File: src/drt_pkg.sv
// Package for the dirty region table: rectangle type, opcodes, table sizes
// and the result type of the shared rectangle compare unit.
// Depends on nothing; every other file imports it.
package drt_pkg;

  localparam int COORD_W     = 16;
  localparam int MAX_REGIONS = 16;
  // Index into the store, and a count that can also hold MAX_REGIONS itself.
  localparam int IDX_W = (MAX_REGIONS > 1) ? $clog2(MAX_REGIONS) : 1;
  localparam int CNT_W = $clog2(MAX_REGIONS + 1);
  localparam int TOTAL_W = 5;

  localparam logic [IDX_W-1:0] LAST_IDX = IDX_W'(MAX_REGIONS - 1);
  localparam logic [CNT_W-1:0] CNT_MAX  = CNT_W'(MAX_REGIONS);

  typedef enum logic [1:0] {
    OP_MARK   = 2'd0,
    OP_READ   = 2'd1,
    OP_EXTENT = 2'd2,
    OP_CLEAR  = 2'd3
  } op_t;

  // Upper edges (x1, y1) are exclusive.
  typedef struct packed {
    logic signed [COORD_W-1:0] x0;
    logic signed [COORD_W-1:0] y0;
    logic signed [COORD_W-1:0] x1;
    logic signed [COORD_W-1:0] y1;
  } rect_t;

  typedef struct packed {
    logic  covered;  // stored entry encloses the working box
    logic  absorb;   // working box encloses the entry or shares a full edge with it
    rect_t merged;   // bounding union of the two
  } cmp_t;

endpackage

File: src/drt_rect_unit.sv
// Shared rectangle compare and union unit of the dirty region table.
// Depends on drt_pkg for rect_t and cmp_t.
module drt_rect_unit (
  input  drt_pkg::rect_t cur,
  input  drt_pkg::rect_t entry,
  output drt_pkg::cmp_t  res
);
  import drt_pkg::*;

  logic contains;
  logic h_join;
  logic v_join;

  // When the box holds the entry, or the two share a full edge and touch,
  // the grown box is simply their bounding union.
  always_comb begin
    contains = ($signed(entry.x0) >= $signed(cur.x0)) && ($signed(entry.x1) <= $signed(cur.x1)) &&
               ($signed(entry.y0) >= $signed(cur.y0)) && ($signed(entry.y1) <= $signed(cur.y1));
    h_join   = (cur.y0 == entry.y0) && (cur.y1 == entry.y1) &&
               ($signed(cur.x0) <= $signed(entry.x1)) && ($signed(entry.x0) <= $signed(cur.x1));
    v_join   = (cur.x0 == entry.x0) && (cur.x1 == entry.x1) &&
               ($signed(cur.y0) <= $signed(entry.y1)) && ($signed(entry.y0) <= $signed(cur.y1));

    res.covered = ($signed(cur.x0) >= $signed(entry.x0)) && ($signed(cur.x1) <= $signed(entry.x1)) &&
                  ($signed(cur.y0) >= $signed(entry.y0)) && ($signed(cur.y1) <= $signed(entry.y1));
    res.absorb  = contains || h_join || v_join;

    res.merged.x0 = ($signed(entry.x0) < $signed(cur.x0)) ? entry.x0 : cur.x0;
    res.merged.y0 = ($signed(entry.y0) < $signed(cur.y0)) ? entry.y0 : cur.y0;
    res.merged.x1 = ($signed(entry.x1) > $signed(cur.x1)) ? entry.x1 : cur.x1;
    res.merged.y1 = ($signed(entry.y1) > $signed(cur.y1)) ? entry.y1 : cur.y1;
  end

endmodule

File: src/dirty_region_table_top.sv
// Top level of the dirty region table: handshake, sequencer, region store.
// Depends on drt_pkg and drt_rect_unit.
//
// The block keeps up to sixteen screen rectangles, each with inclusive top-left
// and exclusive bottom-right edges, and takes one item at a time; in_stall is
// high for as long as an item is being worked on. The region store is a
// single-port memory with a registered read, so every stored entry that a mark
// visits is first fetched and then compared in the one compare and union unit,
// while an extent query streams the entries through it at one a cycle.
// Each entry that a mark absorbs is replaced by moving the last entry into its
// place, after which the scan starts again from the first entry. A finished
// result waits in the output register, and the next transfer on the input side
// is taken while it waits. The store holds no reset value: entries at or above
// the count are never read.
module dirty_region_table_top (
  input  logic                clk,
  input  logic                rst_n,
  input  logic                in_valid,
  output logic                in_stall,
  input  logic [1:0]          in_opcode,
  input  logic signed [15:0]  in_box_x0,
  input  logic signed [15:0]  in_box_y0,
  input  logic signed [15:0]  in_box_x1,
  input  logic signed [15:0]  in_box_y1,
  input  logic [3:0]          in_entry_index,
  output logic                out_valid,
  input  logic                out_stall,
  output logic signed [15:0]  out_x0,
  output logic signed [15:0]  out_y0,
  output logic signed [15:0]  out_x1,
  output logic signed [15:0]  out_y1,
  output logic                out_already_covered,
  output logic                out_valid_res,
  output logic                out_overflowed,
  output logic [4:0]          out_region_total
);
  import drt_pkg::*;

  typedef enum logic [3:0] {
    S_IDLE,
    S_SCAN,       // fetch entry at ptr, or finish the scan
    S_SCAN_CMP,   // compare working box against the fetched entry
    S_MOVE,       // write the former last entry into the freed slot
    S_APPEND,     // append, or fetch the last entry when full
    S_OVF,        // union into the last entry
    S_READ_WAIT,
    S_EXT_FIRST,
    S_EXT,
    S_DONE
  } state_t;

  state_t           state_r;
  logic [CNT_W-1:0] count_r;
  logic [CNT_W-1:0] ptr_r;
  rect_t            cur_r;

  rect_t            res_rect_r;
  logic             res_cov_r;
  logic             res_valid_r;
  logic             res_ovf_r;

  logic             out_valid_r;
  rect_t            out_rect_r;
  logic             out_cov_r;
  logic             out_vres_r;
  logic             out_ovf_r;
  logic [CNT_W-1:0] out_total_r;

  // Region store
  rect_t            mem [MAX_REGIONS];
  rect_t            rd_data_r;
  logic             rd_en;
  logic [IDX_W-1:0] rd_addr;
  logic             wr_en;
  logic [IDX_W-1:0] wr_addr;
  rect_t            wr_data;

  logic  accept;
  op_t   in_op;
  rect_t in_box;
  logic  box_empty;
  logic  idx_ok;
  logic  ptr_live;
  logic  out_free;
  cmp_t  cmp;

  assign in_stall  = (state_r != S_IDLE);
  assign accept    = in_valid && !in_stall;
  assign in_op     = op_t'(in_opcode);
  assign in_box    = '{x0: in_box_x0, y0: in_box_y0, x1: in_box_x1, y1: in_box_y1};
  assign box_empty = (in_box_x0 >= in_box_x1) || (in_box_y0 >= in_box_y1);
  assign idx_ok    = (32'(in_entry_index) < 32'(count_r));
  assign ptr_live  = (ptr_r < count_r);
  // The output register can take a new result when empty or being emptied.
  assign out_free  = !out_valid_r || !out_stall;

  // The one compare and union unit: working box against the fetched entry.
  drt_rect_unit u_rect (
    .cur   (cur_r),
    .entry (rd_data_r),
    .res   (cmp)
  );

  // Memory port control, decoded from the sequencer state.
  always_comb begin
    rd_en   = 1'b0;
    rd_addr = '0;
    wr_en   = 1'b0;
    wr_addr = ptr_r[IDX_W-1:0];
    wr_data = cur_r;
    case (state_r)
      S_IDLE: begin
        if (accept && (in_op == OP_READ) && idx_ok) begin
          rd_en   = 1'b1;
          rd_addr = IDX_W'(in_entry_index);
        end else if (accept && (in_op == OP_EXTENT) && (count_r != '0)) begin
          rd_en   = 1'b1;
          rd_addr = '0;
        end
      end
      S_SCAN, S_EXT_FIRST, S_EXT: begin
        if (ptr_live) begin
          rd_en   = 1'b1;
          rd_addr = ptr_r[IDX_W-1:0];
        end
      end
      S_SCAN_CMP: begin
        if (!cmp.covered && cmp.absorb) begin
          rd_en   = 1'b1;
          rd_addr = IDX_W'(count_r - CNT_W'(1));
        end
      end
      S_MOVE: begin
        wr_en   = 1'b1;
        wr_addr = ptr_r[IDX_W-1:0];
        wr_data = rd_data_r;
      end
      S_APPEND: begin
        if (count_r < CNT_MAX) begin
          wr_en   = 1'b1;
          wr_addr = IDX_W'(count_r);
        end else begin
          rd_en   = 1'b1;
          rd_addr = LAST_IDX;
        end
      end
      S_OVF: begin
        wr_en   = 1'b1;
        wr_addr = LAST_IDX;
        wr_data = cmp.merged;
      end
      default: begin
      end
    endcase
  end

  always_ff @(posedge clk) begin
    if (rd_en) begin
      rd_data_r <= mem[rd_addr];
    end
    if (wr_en) begin
      mem[wr_addr] <= wr_data;
    end
  end

  // Sequencer and output register.
  always_ff @(posedge clk) begin
    if (!rst_n) begin
      state_r     <= S_IDLE;
      count_r     <= '0;
      out_valid_r <= 1'b0;
    end else begin
      // In S_DONE the output register is refilled instead of emptied.
      if (out_valid_r && !out_stall && (state_r != S_DONE)) begin
        out_valid_r <= 1'b0;
      end

      case (state_r)
        S_IDLE: begin
          if (accept) begin
            res_rect_r  <= '0;
            // An empty box is reported covered straight away.
            res_cov_r   <= (in_op == OP_MARK) && box_empty;
            res_valid_r <= 1'b0;
            res_ovf_r   <= 1'b0;
            ptr_r       <= (in_op == OP_EXTENT) ? CNT_W'(1) : '0;
            cur_r       <= in_box;
            case (in_op)
              OP_MARK: begin
                state_r <= box_empty ? S_DONE : S_SCAN;
              end
              OP_READ: begin
                state_r <= idx_ok ? S_READ_WAIT : S_DONE;
              end
              OP_EXTENT: begin
                state_r <= (count_r != '0) ? S_EXT_FIRST : S_DONE;
              end
              OP_CLEAR: begin
                count_r <= '0;
                state_r <= S_DONE;
              end
              default: begin
                state_r <= S_DONE;
              end
            endcase
          end
        end

        S_SCAN: begin
          state_r <= ptr_live ? S_SCAN_CMP : S_APPEND;
        end

        S_SCAN_CMP: begin
          if (cmp.covered) begin
            // Entries absorbed so far stay removed: their area lies inside this one.
            res_cov_r <= 1'b1;
            state_r   <= S_DONE;
          end else if (cmp.absorb) begin
            cur_r   <= cmp.merged;
            count_r <= count_r - CNT_W'(1);
            state_r <= S_MOVE;
          end else begin
            ptr_r   <= ptr_r + CNT_W'(1);
            state_r <= S_SCAN;
          end
        end

        S_MOVE: begin
          ptr_r   <= '0;
          state_r <= S_SCAN;
        end

        S_APPEND: begin
          if (count_r < CNT_MAX) begin
            count_r <= count_r + CNT_W'(1);
            state_r <= S_DONE;
          end else begin
            state_r <= S_OVF;
          end
        end

        S_OVF: begin
          res_ovf_r <= 1'b1;
          state_r   <= S_DONE;
        end

        S_READ_WAIT: begin
          res_rect_r  <= rd_data_r;
          res_valid_r <= 1'b1;
          state_r     <= S_DONE;
        end

        S_EXT_FIRST: begin
          cur_r <= rd_data_r;
          if (ptr_live) begin
            ptr_r   <= ptr_r + CNT_W'(1);
            state_r <= S_EXT;
          end else begin
            res_rect_r  <= rd_data_r;
            res_valid_r <= 1'b1;
            state_r     <= S_DONE;
          end
        end

        S_EXT: begin
          cur_r <= cmp.merged;
          if (ptr_live) begin
            ptr_r <= ptr_r + CNT_W'(1);
          end else begin
            res_rect_r  <= cmp.merged;
            res_valid_r <= 1'b1;
            state_r     <= S_DONE;
          end
        end

        S_DONE: begin
          if (out_free) begin
            out_valid_r <= 1'b1;
            out_rect_r  <= res_rect_r;
            out_cov_r   <= res_cov_r;
            out_vres_r  <= res_valid_r;
            out_ovf_r   <= res_ovf_r;
            out_total_r <= count_r;
            state_r     <= S_IDLE;
          end
        end

        default: begin
          state_r <= S_IDLE;
        end
      endcase
    end
  end

  assign out_valid           = out_valid_r;
  assign out_x0              = out_rect_r.x0;
  assign out_y0              = out_rect_r.y0;
  assign out_x1              = out_rect_r.x1;
  assign out_y1              = out_rect_r.y1;
  assign out_already_covered = out_cov_r;
  assign out_valid_res       = out_vres_r;
  assign out_overflowed      = out_ovf_r;
  assign out_region_total    = TOTAL_W'(out_total_r);

`ifndef NO_ASSERTIONS
  // The table never holds more entries than it has room for.
  a_count_bound: assert property (@(posedge clk) disable iff (!rst_n)
    count_r <= CNT_MAX)
    else $error("region count above capacity");

  // A result only appears after the sequencer has finished an item.
  a_result_origin: assert property (@(posedge clk) disable iff (!rst_n)
    $rose(out_valid_r) |-> $past(state_r == S_DONE))
    else $error("result transfer without a finished item");

  // An overflowing mark leaves the table full.
  a_ovf_full: assert property (@(posedge clk) disable iff (!rst_n)
    (out_valid_r && out_ovf_r) |-> (out_total_r == CNT_MAX))
    else $error("overflow reported on a table that is not full");

  // A mark is either covered or overflowed, never both, and neither carries edges.
  a_flags_excl: assert property (@(posedge clk) disable iff (!rst_n)
    (out_valid_r && (out_cov_r || out_ovf_r)) |-> (!(out_cov_r && out_ovf_r) && !out_vres_r))
    else $error("conflicting result flags");
`endif

endmodule

File: config.mk
export PLATFORM = sky130hd
export DESIGN_NAME = dirty_region_table_top
export DESIGN_NICKNAME = d
export VERILOG_FILES = /design/src/drt_pkg.sv /design/src/drt_rect_unit.sv /design/src/dirty_region_table_top.sv
export SDC_FILE = /design/constraint.sdc
export NUM_CORES = 2
export LEC_CHECK = 0
export BUFFER_PORTS_ARGS = -buffer_cell sky130_fd_sc_hd__buf_2
export CORE_MARGIN = 4
export CORE_UTILIZATION = 60
export DETAILED_ROUTE_END_ITERATION = 7
export PLACE_DENSITY_LB_ADDON = 0.2
export SLEW_MARGIN = 40
export SYNTH_ARGS = -nofsm -noshare
export SYNTH_HDL_FRONTEND = slang
export SYNTH_SLANG_ARGS = --single-unit
File: constraint.sdc
create_clock -name clk -period 7.9 [get_ports clk]
set_input_delay 1.185 -clock clk [delete_from_list [all_inputs] [get_ports clk]]
set_output_delay 1.185 -clock clk [all_outputs]
set_load 0.02 [all_outputs]
* Word-level counts from Yosys, hierarchy flattened
Memory sizes are Yosys's and may differ from the RTL's. A register that Yosys moved wholly into a read port is not among the register bits. Cells that the tools add are included.
Storage, ports and cells: bits in registers 218, memories 1, bits of input ports 74, word-level logic and storage cells 195, memory bits (writable) 1024, output and inout port bits 74
Memory list:
- mem | words 16, bits a word 64, rd ports 1, clocked after memory_dff 1, wr ports 1, RTL line dirty_region_table_top.sv:70 | rect_t mem [MAX_REGIONS];
Cells by class: mux-type cells 65, eq/ne operators 29, reduce and logical (&&, ||, !) cells 53, $add $sub $neg 3, magnitude comparators 21
Operator list (count):
- $pmux W64 S4 | 2
- $mux W64 | 6
- $le A16 B16 Y1 | 8
- $pmux W64 S2 | 1
- $ge A16 B16 Y1 | 6
- $eq A16 B16 Y1 | 4
- $mux W16 | 4
- $mux W4 | 13
- $mux W5 | 9
- $pmux W4 S9 | 1
- $gt A16 B16 Y1 | 2
- $lt A16 B16 Y1 | 2
- $pmux W4 S4 | 2
- $logic_and A1 B1 Y1 | 21
- $ne A2 B2 Y1 const B | 10
- $pmux W5 S4 | 1
- $mux W1 | 17
- $eq A4 B3 Y1 const B | 4
- $reduce_bool A4 Y1 | 4
- $pmux W5 S3 | 1
- $reduce_and A6 Y1 | 2
- $add A5 B1 Y5 const B | 2
- $reduce_and A5 Y1 | 2
- $reduce_and A3 Y1 | 3
- 27 further kinds | 44

* Depth between registers and ports, before layout
depth in word-level cells 9, gate-level depth with buffers 17, mapped depth without buffers 13

* Hierarchy
A second synthesis with hierarchy kept.
Second synthesis, totals: cell total of the unflattened synthesis 4003, area total of the unflattened synthesis 56516.7 µm²
Modules (own cells, without submodules):
- dirty_region_table_top | area each 52516.6 µm², instances 1, cells an instance 3478, sequential area each 39117.5 µm²
- drt_rect_unit | area each 4000.1 µm², instances 1, cells an instance 525, sequential area each 0.0 µm²

* Worst setup path after synthesis
No wires, ideal clock.
kind register to register, start register cur_r[58] in the netlist's numbering, end register cur_r[0] in the netlist's numbering, enable pin, clock period less this slack 6.005 ns, stages on the path, launching flop included 14, setup slack 1.895 ns, buffers on the path 1, required time 7.414 ns, data arrival time 5.519 ns, library setup time 0.486 ns, cell sequence edfxtp_1 -> inv_1 -> ha_1 -> and3_1 -> o21ai_1 -> a21oi_1 -> or4b_1 -> buf_4 -> xnor2_2 -> o2111ai_2 -> and2_1 -> o41ai_1 -> a21oi_1 -> nor2_1
Between the ends: longest elaborated chain between the ends 8, elaborated cells on any way between the ends 20, those cells by class order compare (3); eq/ne (3); reduce/logical (14)
Ends and longest elaborated chain:
- start: declaration | RTL line dirty_region_table_top.sv:55 | rect_t cur_r;
- start signal: assignment | RTL line dirty_region_table_top.sv:187 | cur_r <= in_box;
- start signal: assignment | RTL line dirty_region_table_top.sv:219 | cur_r <= cmp.merged;
- start signal: assignment | RTL line dirty_region_table_top.sv:254 | cur_r <= rd_data_r;
- $ge A16 B16 Y1 | RTL line drt_rect_unit.sv:17 | contains = ($signed(entry.x0) >= $signed(cur.x0)) && ($signed(entry.x1) <= $signed(cur.x1)) &&
- $logic_and A1 B1 Y1 (2 in a row) | RTL line drt_rect_unit.sv:17
- $logic_and A1 B1 Y1 | RTL line drt_rect_unit.sv:18 | ($signed(entry.y0) >= $signed(cur.y0)) && ($signed(entry.y1) <= $signed(cur.y1));
- $logic_or A1 B1 Y1 (2 in a row) | RTL line drt_rect_unit.sv:26 | res.absorb = contains || h_join || v_join;
- $ne A2 B2 Y1 (no line)
- $reduce_and A5 Y1 (no line) (*)
Mark *: on every way between the ends. The rest lies on a longest branch, timed or not. A chain may end at the register's enable or synchronous reset.

* Worst setup path in the final report
start register rd_data_r[58] (netlist name), end register rd_data_r[29] (netlist name)
Between the ends: longest elaborated chain between the ends 9, elaborated cells on any way between the ends 22, those cells by class order compare (3); eq/ne (1); mux (4); reduce/logical (14)
Ends and longest elaborated chain:
- $ge A16 B16 Y1 | RTL line drt_rect_unit.sv:17
- $logic_and A1 B1 Y1 (2 in a row) | RTL line drt_rect_unit.sv:17
- $logic_and A1 B1 Y1 | RTL line drt_rect_unit.sv:18
- $logic_or A1 B1 Y1 (2 in a row) | RTL line drt_rect_unit.sv:26
- $logic_and A1 B1 Y1 (*) | RTL line dirty_region_table_top.sv:128 | if (!cmp.covered && cmp.absorb) begin
- $mux W4 or $mux W1 (tied branches) | RTL line dirty_region_table_top.sv:128
- $pmux W4 S4 or $pmux W1 S4 (tied branches) | RTL line dirty_region_table_top.sv:111 | case (state_r)
Marked as above.

==> reports/summary.txt <==
CTS tree: done
Netlist cell types: 83
Critical Path AT: 6.31 ns
Min-delay worst type: reg -> reg
Sink count of the clock tree: 1306
Average footprint of a synthesized cell: 13.4 sq um
Maximum number of buffers from clock root to sink: 3
Count of antenna-violating nets left after detailed routing: 0
Number of setup buffers added after CTS: 0
Sum of net half-perimeters after detailed placement: 94800 um
Antenna cell count: 0
Most common cell after layout, fill and taps aside: sky130_fd_sc_hd__edfxtp_1
Total wire length after detailed routing: 167000 um
Root buffer cell: sky130_fd_sc_hd__clkbuf_16
I/O Buffers: 147
R2R Path Start: rd_data_r[58]
Most prevalent standard cell on the critical path: sky130_fd_sc_hd__a21oi_1
Largest fanout of any net on the critical path: 126
Max Cap Violations: 0
TritonCTS buffer count: 134
Worst setup SP type: flop
Global Route Usage Sum: 32.7%
Starting DRC count in detailed routing: 6429
Number of hold violations in the final report: 0
Areal power density over the cells: 351 nW/um^2
Endpoint of the worst hold path: out_y1[12]
Die width: 317 um
Top_reg_cell synth: sky130_fd_sc_hd__edfxtp_1
Total via count in the routed design: 39283
Clock-pin slew of the registers on the worst-case setup and hold paths: 0.06 ns
Setup repair after global routing missed its margin: false
Slowest CP cell: sky130_fd_sc_hd__or4b_1
Post-route setup TNS: 0 ns
Worst Tran Pin Value: 0.917 ns
Fill cell total of the finished layout: 6592
RD Place Congestion: 0.985
Critical Path Sink Type: flop
Max-slew violations: 0
Number of cells traversed by the worst hold path: 0
Depth of the CTS H-tree: 4
Global-route wire length before repair: 242000 um
# setup viols final: 0
Final setup skew: 0.0427 ns
Async S/R FF share, synth: 0%
Post-synthesis instance total: 4276
Proportion of layout cells with a drive suffix above 1: 13.3%
Top-Level Pins: 148
Worst relative slew slack: 38.8%
Critical path type: reg -> reg
Reg2reg path depth: 14
Period utilisation layout: 74.1%
Placed Instances: 5502
Run status: finished clean
Commonest non-fill, non-tap cells in the layout: sky130_fd_sc_hd__edfxtp_1, sky130_fd_sc_hd__o21ai_0, sky130_fd_sc_hd__a21oi_1
Area of the core: 94900 sq um
Yosys reg bits: 1306
CTS hold repair buffers: 0
Cell breakdown of the critical path: ha_1 -> and3_1 -> o21ai_1 -> a21oi_1 -> or4b_1 -> mux2i_2 -> o41ai_4 -> a211o_4 -> buf_12 -> buf_4 -> a21oi_1 -> o21ai_0 -> nand4_1 -> mux2i_1
Clock insertion delay at the later pin of the skew report: 0.76 ns
Number of nets in the synthesized netlist: 4520
Synthesis-to-layout area growth: 11.8%
Vias/cell: 6.84
Time the final worst path needs with I/O delays and setup: 5.86 ns
Static Leakage: 22.4 nW
Maximum number of pins on one net before global-route repair: 186
Final non-filler cell total: 5746
Max stage delay on crit path: 0.74 ns
Seq/Total Area, Yosys: 68.3%
Number of placement rows: 113
Setup slack, reg-to-reg: 2.04 ns
Total Die Area: 101000 sq um
Peak ir drop on the vdd network: 0.202 mV
Number of global-route vias before repair: 36932
Number of warnings printed during yosys synthesis: 0
Die Height: 317 um
Antenna violations before repair: 5
WP data required: 8.36 ns
Worst R2R End: rd_data_r[29]
DRC Markers: 0
First drt pass iteration count: 8
Fmax achieved: 171 MHz
Number of synthesized flops with an enable pin: 1296
Starting utilization of the core area: 60.4%
Synthesized area: 57300 sq um
Net count reported at finish: 4620
Hold Path Origin: res_rect_r[12]
Remaining global-route overflow: 0
WL per Instance: 29.0 um
Post-CTS sizing: 0
-- worst max path at each step --
stage,start,end,depth (start not counted)
after global placement,rd_data_r[63],rd_data_r[54],13
final,rd_data_r[58],rd_data_r[29],14
after global routing,rd_data_r[58],rd_data_r[29],14
after CTS,rd_data_r[58],rd_data_r[29],14
after detailed placement,rd_data_r[58],rd_data_r[29],14
after floorplan,cur_r[58],cur_r[0],13
-- report_power, final --
part	switching, W	leakage (nW)	total [W]	internal [W]
logic	0.00450	8.50	0.00657	0.00207
clock network	0.00261	2.01	0.00606	0.00346
registers	0.000589	11.8	0.00988	0.00929
total	0.00770	22.4	0.0225	0.0148
-- final cells by class --
class                      count  area, sq um  share of cell area (%)
inverter                     213          800                    1.25
sequential                  1306        39100                    61.0
clock buffer                 179         3660                    5.71
tap                         1265         1580                    2.47
clock inverter                62          509                   0.795
multi-input combinational   2457        16400                    25.6
timing repair buffer         264         2000                    3.12
-- per-layer routing --
| layer | share of wire, % | wire length, um | up-vias | GRT usage (%) |
|---|---|---|---|---|
| li1 | - | - | 16932 | - |
| met1 | 38 | 63000 | 19153 | 47.4 |
| met2 | 45 | 74800 | 2772 | 49.0 |
| met3 | 13 | 22100 | 424 | 6.93 |
| met4 | 4.0 | 6660 | 2 | 13.2 |
| met5 | 0.0078 | 13 | - | 0 |
-- kinds of logic after synthesis --
| logic type | count (synthesis) | share of synthesized area (%) |
|---|---|---|
| compound gates | 1164 | 12.6 |
| xor+xnor | 9 | 0.151 |
| fa+ha+maj | 170 | 3.71 |
| buf+inv | 513 | 3.65 |
| flops | 1306 | 68.3 |
| mux | 180 | 3.30 |
| simple gates | 934 | 8.30 |
-- synthesized netlist by cell type (9+ instances only) --
master                     number  share of area (%)
sky130_fd_sc_hd__mux2i_1      110                1.9
sky130_fd_sc_hd__edfxtp_1    1296                 68
sky130_fd_sc_hd__buf_1          9              0.059
sky130_fd_sc_hd__a22o_1        63               0.96
sky130_fd_sc_hd__and3_1        23               0.25
sky130_fd_sc_hd__nand2_1      127               0.83
sky130_fd_sc_hd__o211ai_1       9               0.12
sky130_fd_sc_hd__a31o_2        15               0.23
sky130_fd_sc_hd__nand2b_1      18               0.20
sky130_fd_sc_hd__ha_1         170                3.7
sky130_fd_sc_hd__o22ai_1       21               0.23
sky130_fd_sc_hd__inv_1        212                1.4
sky130_fd_sc_hd__nor2_1        70               0.46
sky130_fd_sc_hd__a31oi_1        9              0.098
sky130_fd_sc_hd__dfxtp_1       10               0.35
sky130_fd_sc_hd__nand4_1      123                1.3
sky130_fd_sc_hd__o21ai_1       72               0.63
sky130_fd_sc_hd__o21a_1        14               0.18
sky130_fd_sc_hd__nor3_1       309                2.7
sky130_fd_sc_hd__nor2b_1       13               0.14
sky130_fd_sc_hd__a221oi_2      15               0.39
sky130_fd_sc_hd__a22oi_1        9               0.12
sky130_fd_sc_hd__a211oi_1      22               0.29
sky130_fd_sc_hd__a21oi_1      361                3.2
sky130_fd_sc_hd__a221o_1       33               0.58
sky130_fd_sc_hd__o21ai_0      387                3.4
sky130_fd_sc_hd__buf_2         80               0.70
sky130_fd_sc_hd__a21o_1        14               0.18
sky130_fd_sc_hd__a222oi_1      63                1.1
sky130_fd_sc_hd__mux2_2        67                1.3
sky130_fd_sc_hd__nand3_1      219                1.9
sky130_fd_sc_hd__clkbuf_1     198                1.3
-- flip-flops by register name, indices dropped and copies added, names as in the netlist, 4 cells and up --
signal / count
state_r: 4
out_y0: 16
out_x1: 16
rd_data_r: 64
out_region_total: 5
mem: 1024
count_r: 5
ptr_r: 5
out_x0: 16
out_y1: 16
cur_r: 64
res_rect_r: 64
-- stage by stage --
step / utilization (%) / area [sq um] / setup slack, ns / power [W] / hold WS, ns
after floorplan: - / 57300 / 1.89 / 0.0139 / 0.400
after global placement: 62.8 / 59600 / 1.93 / 0.0162 / 0.401
after detailed placement: 63.1 / 59800 / 2.15 / 0.0164 / 0.405
after CTS: 67.5 / 64000 / 2.13 / 0.0224 / 0.398
after global routing: 67.6 / 64100 / 1.76 / 0.0234 / 0.412
final: 67.6 / 64100 / 2.04 / 0.0225 / 0.399
-- worst max-delay path: cells and delay by family (launching register included) --
| family | cells | cell delay, ns |
|---|---|---|
| compound gates | 6 | 1.67 |
| fa+ha+maj | 1 | 0.38 |
| buf+inv | 2 | 0.99 |
| flops | 1 | 0.56 |
| mux | 2 | 0.81 |
| simple gates | 3 | 1.08 |
Note: power is estimated with default switching activity, not from simulation.
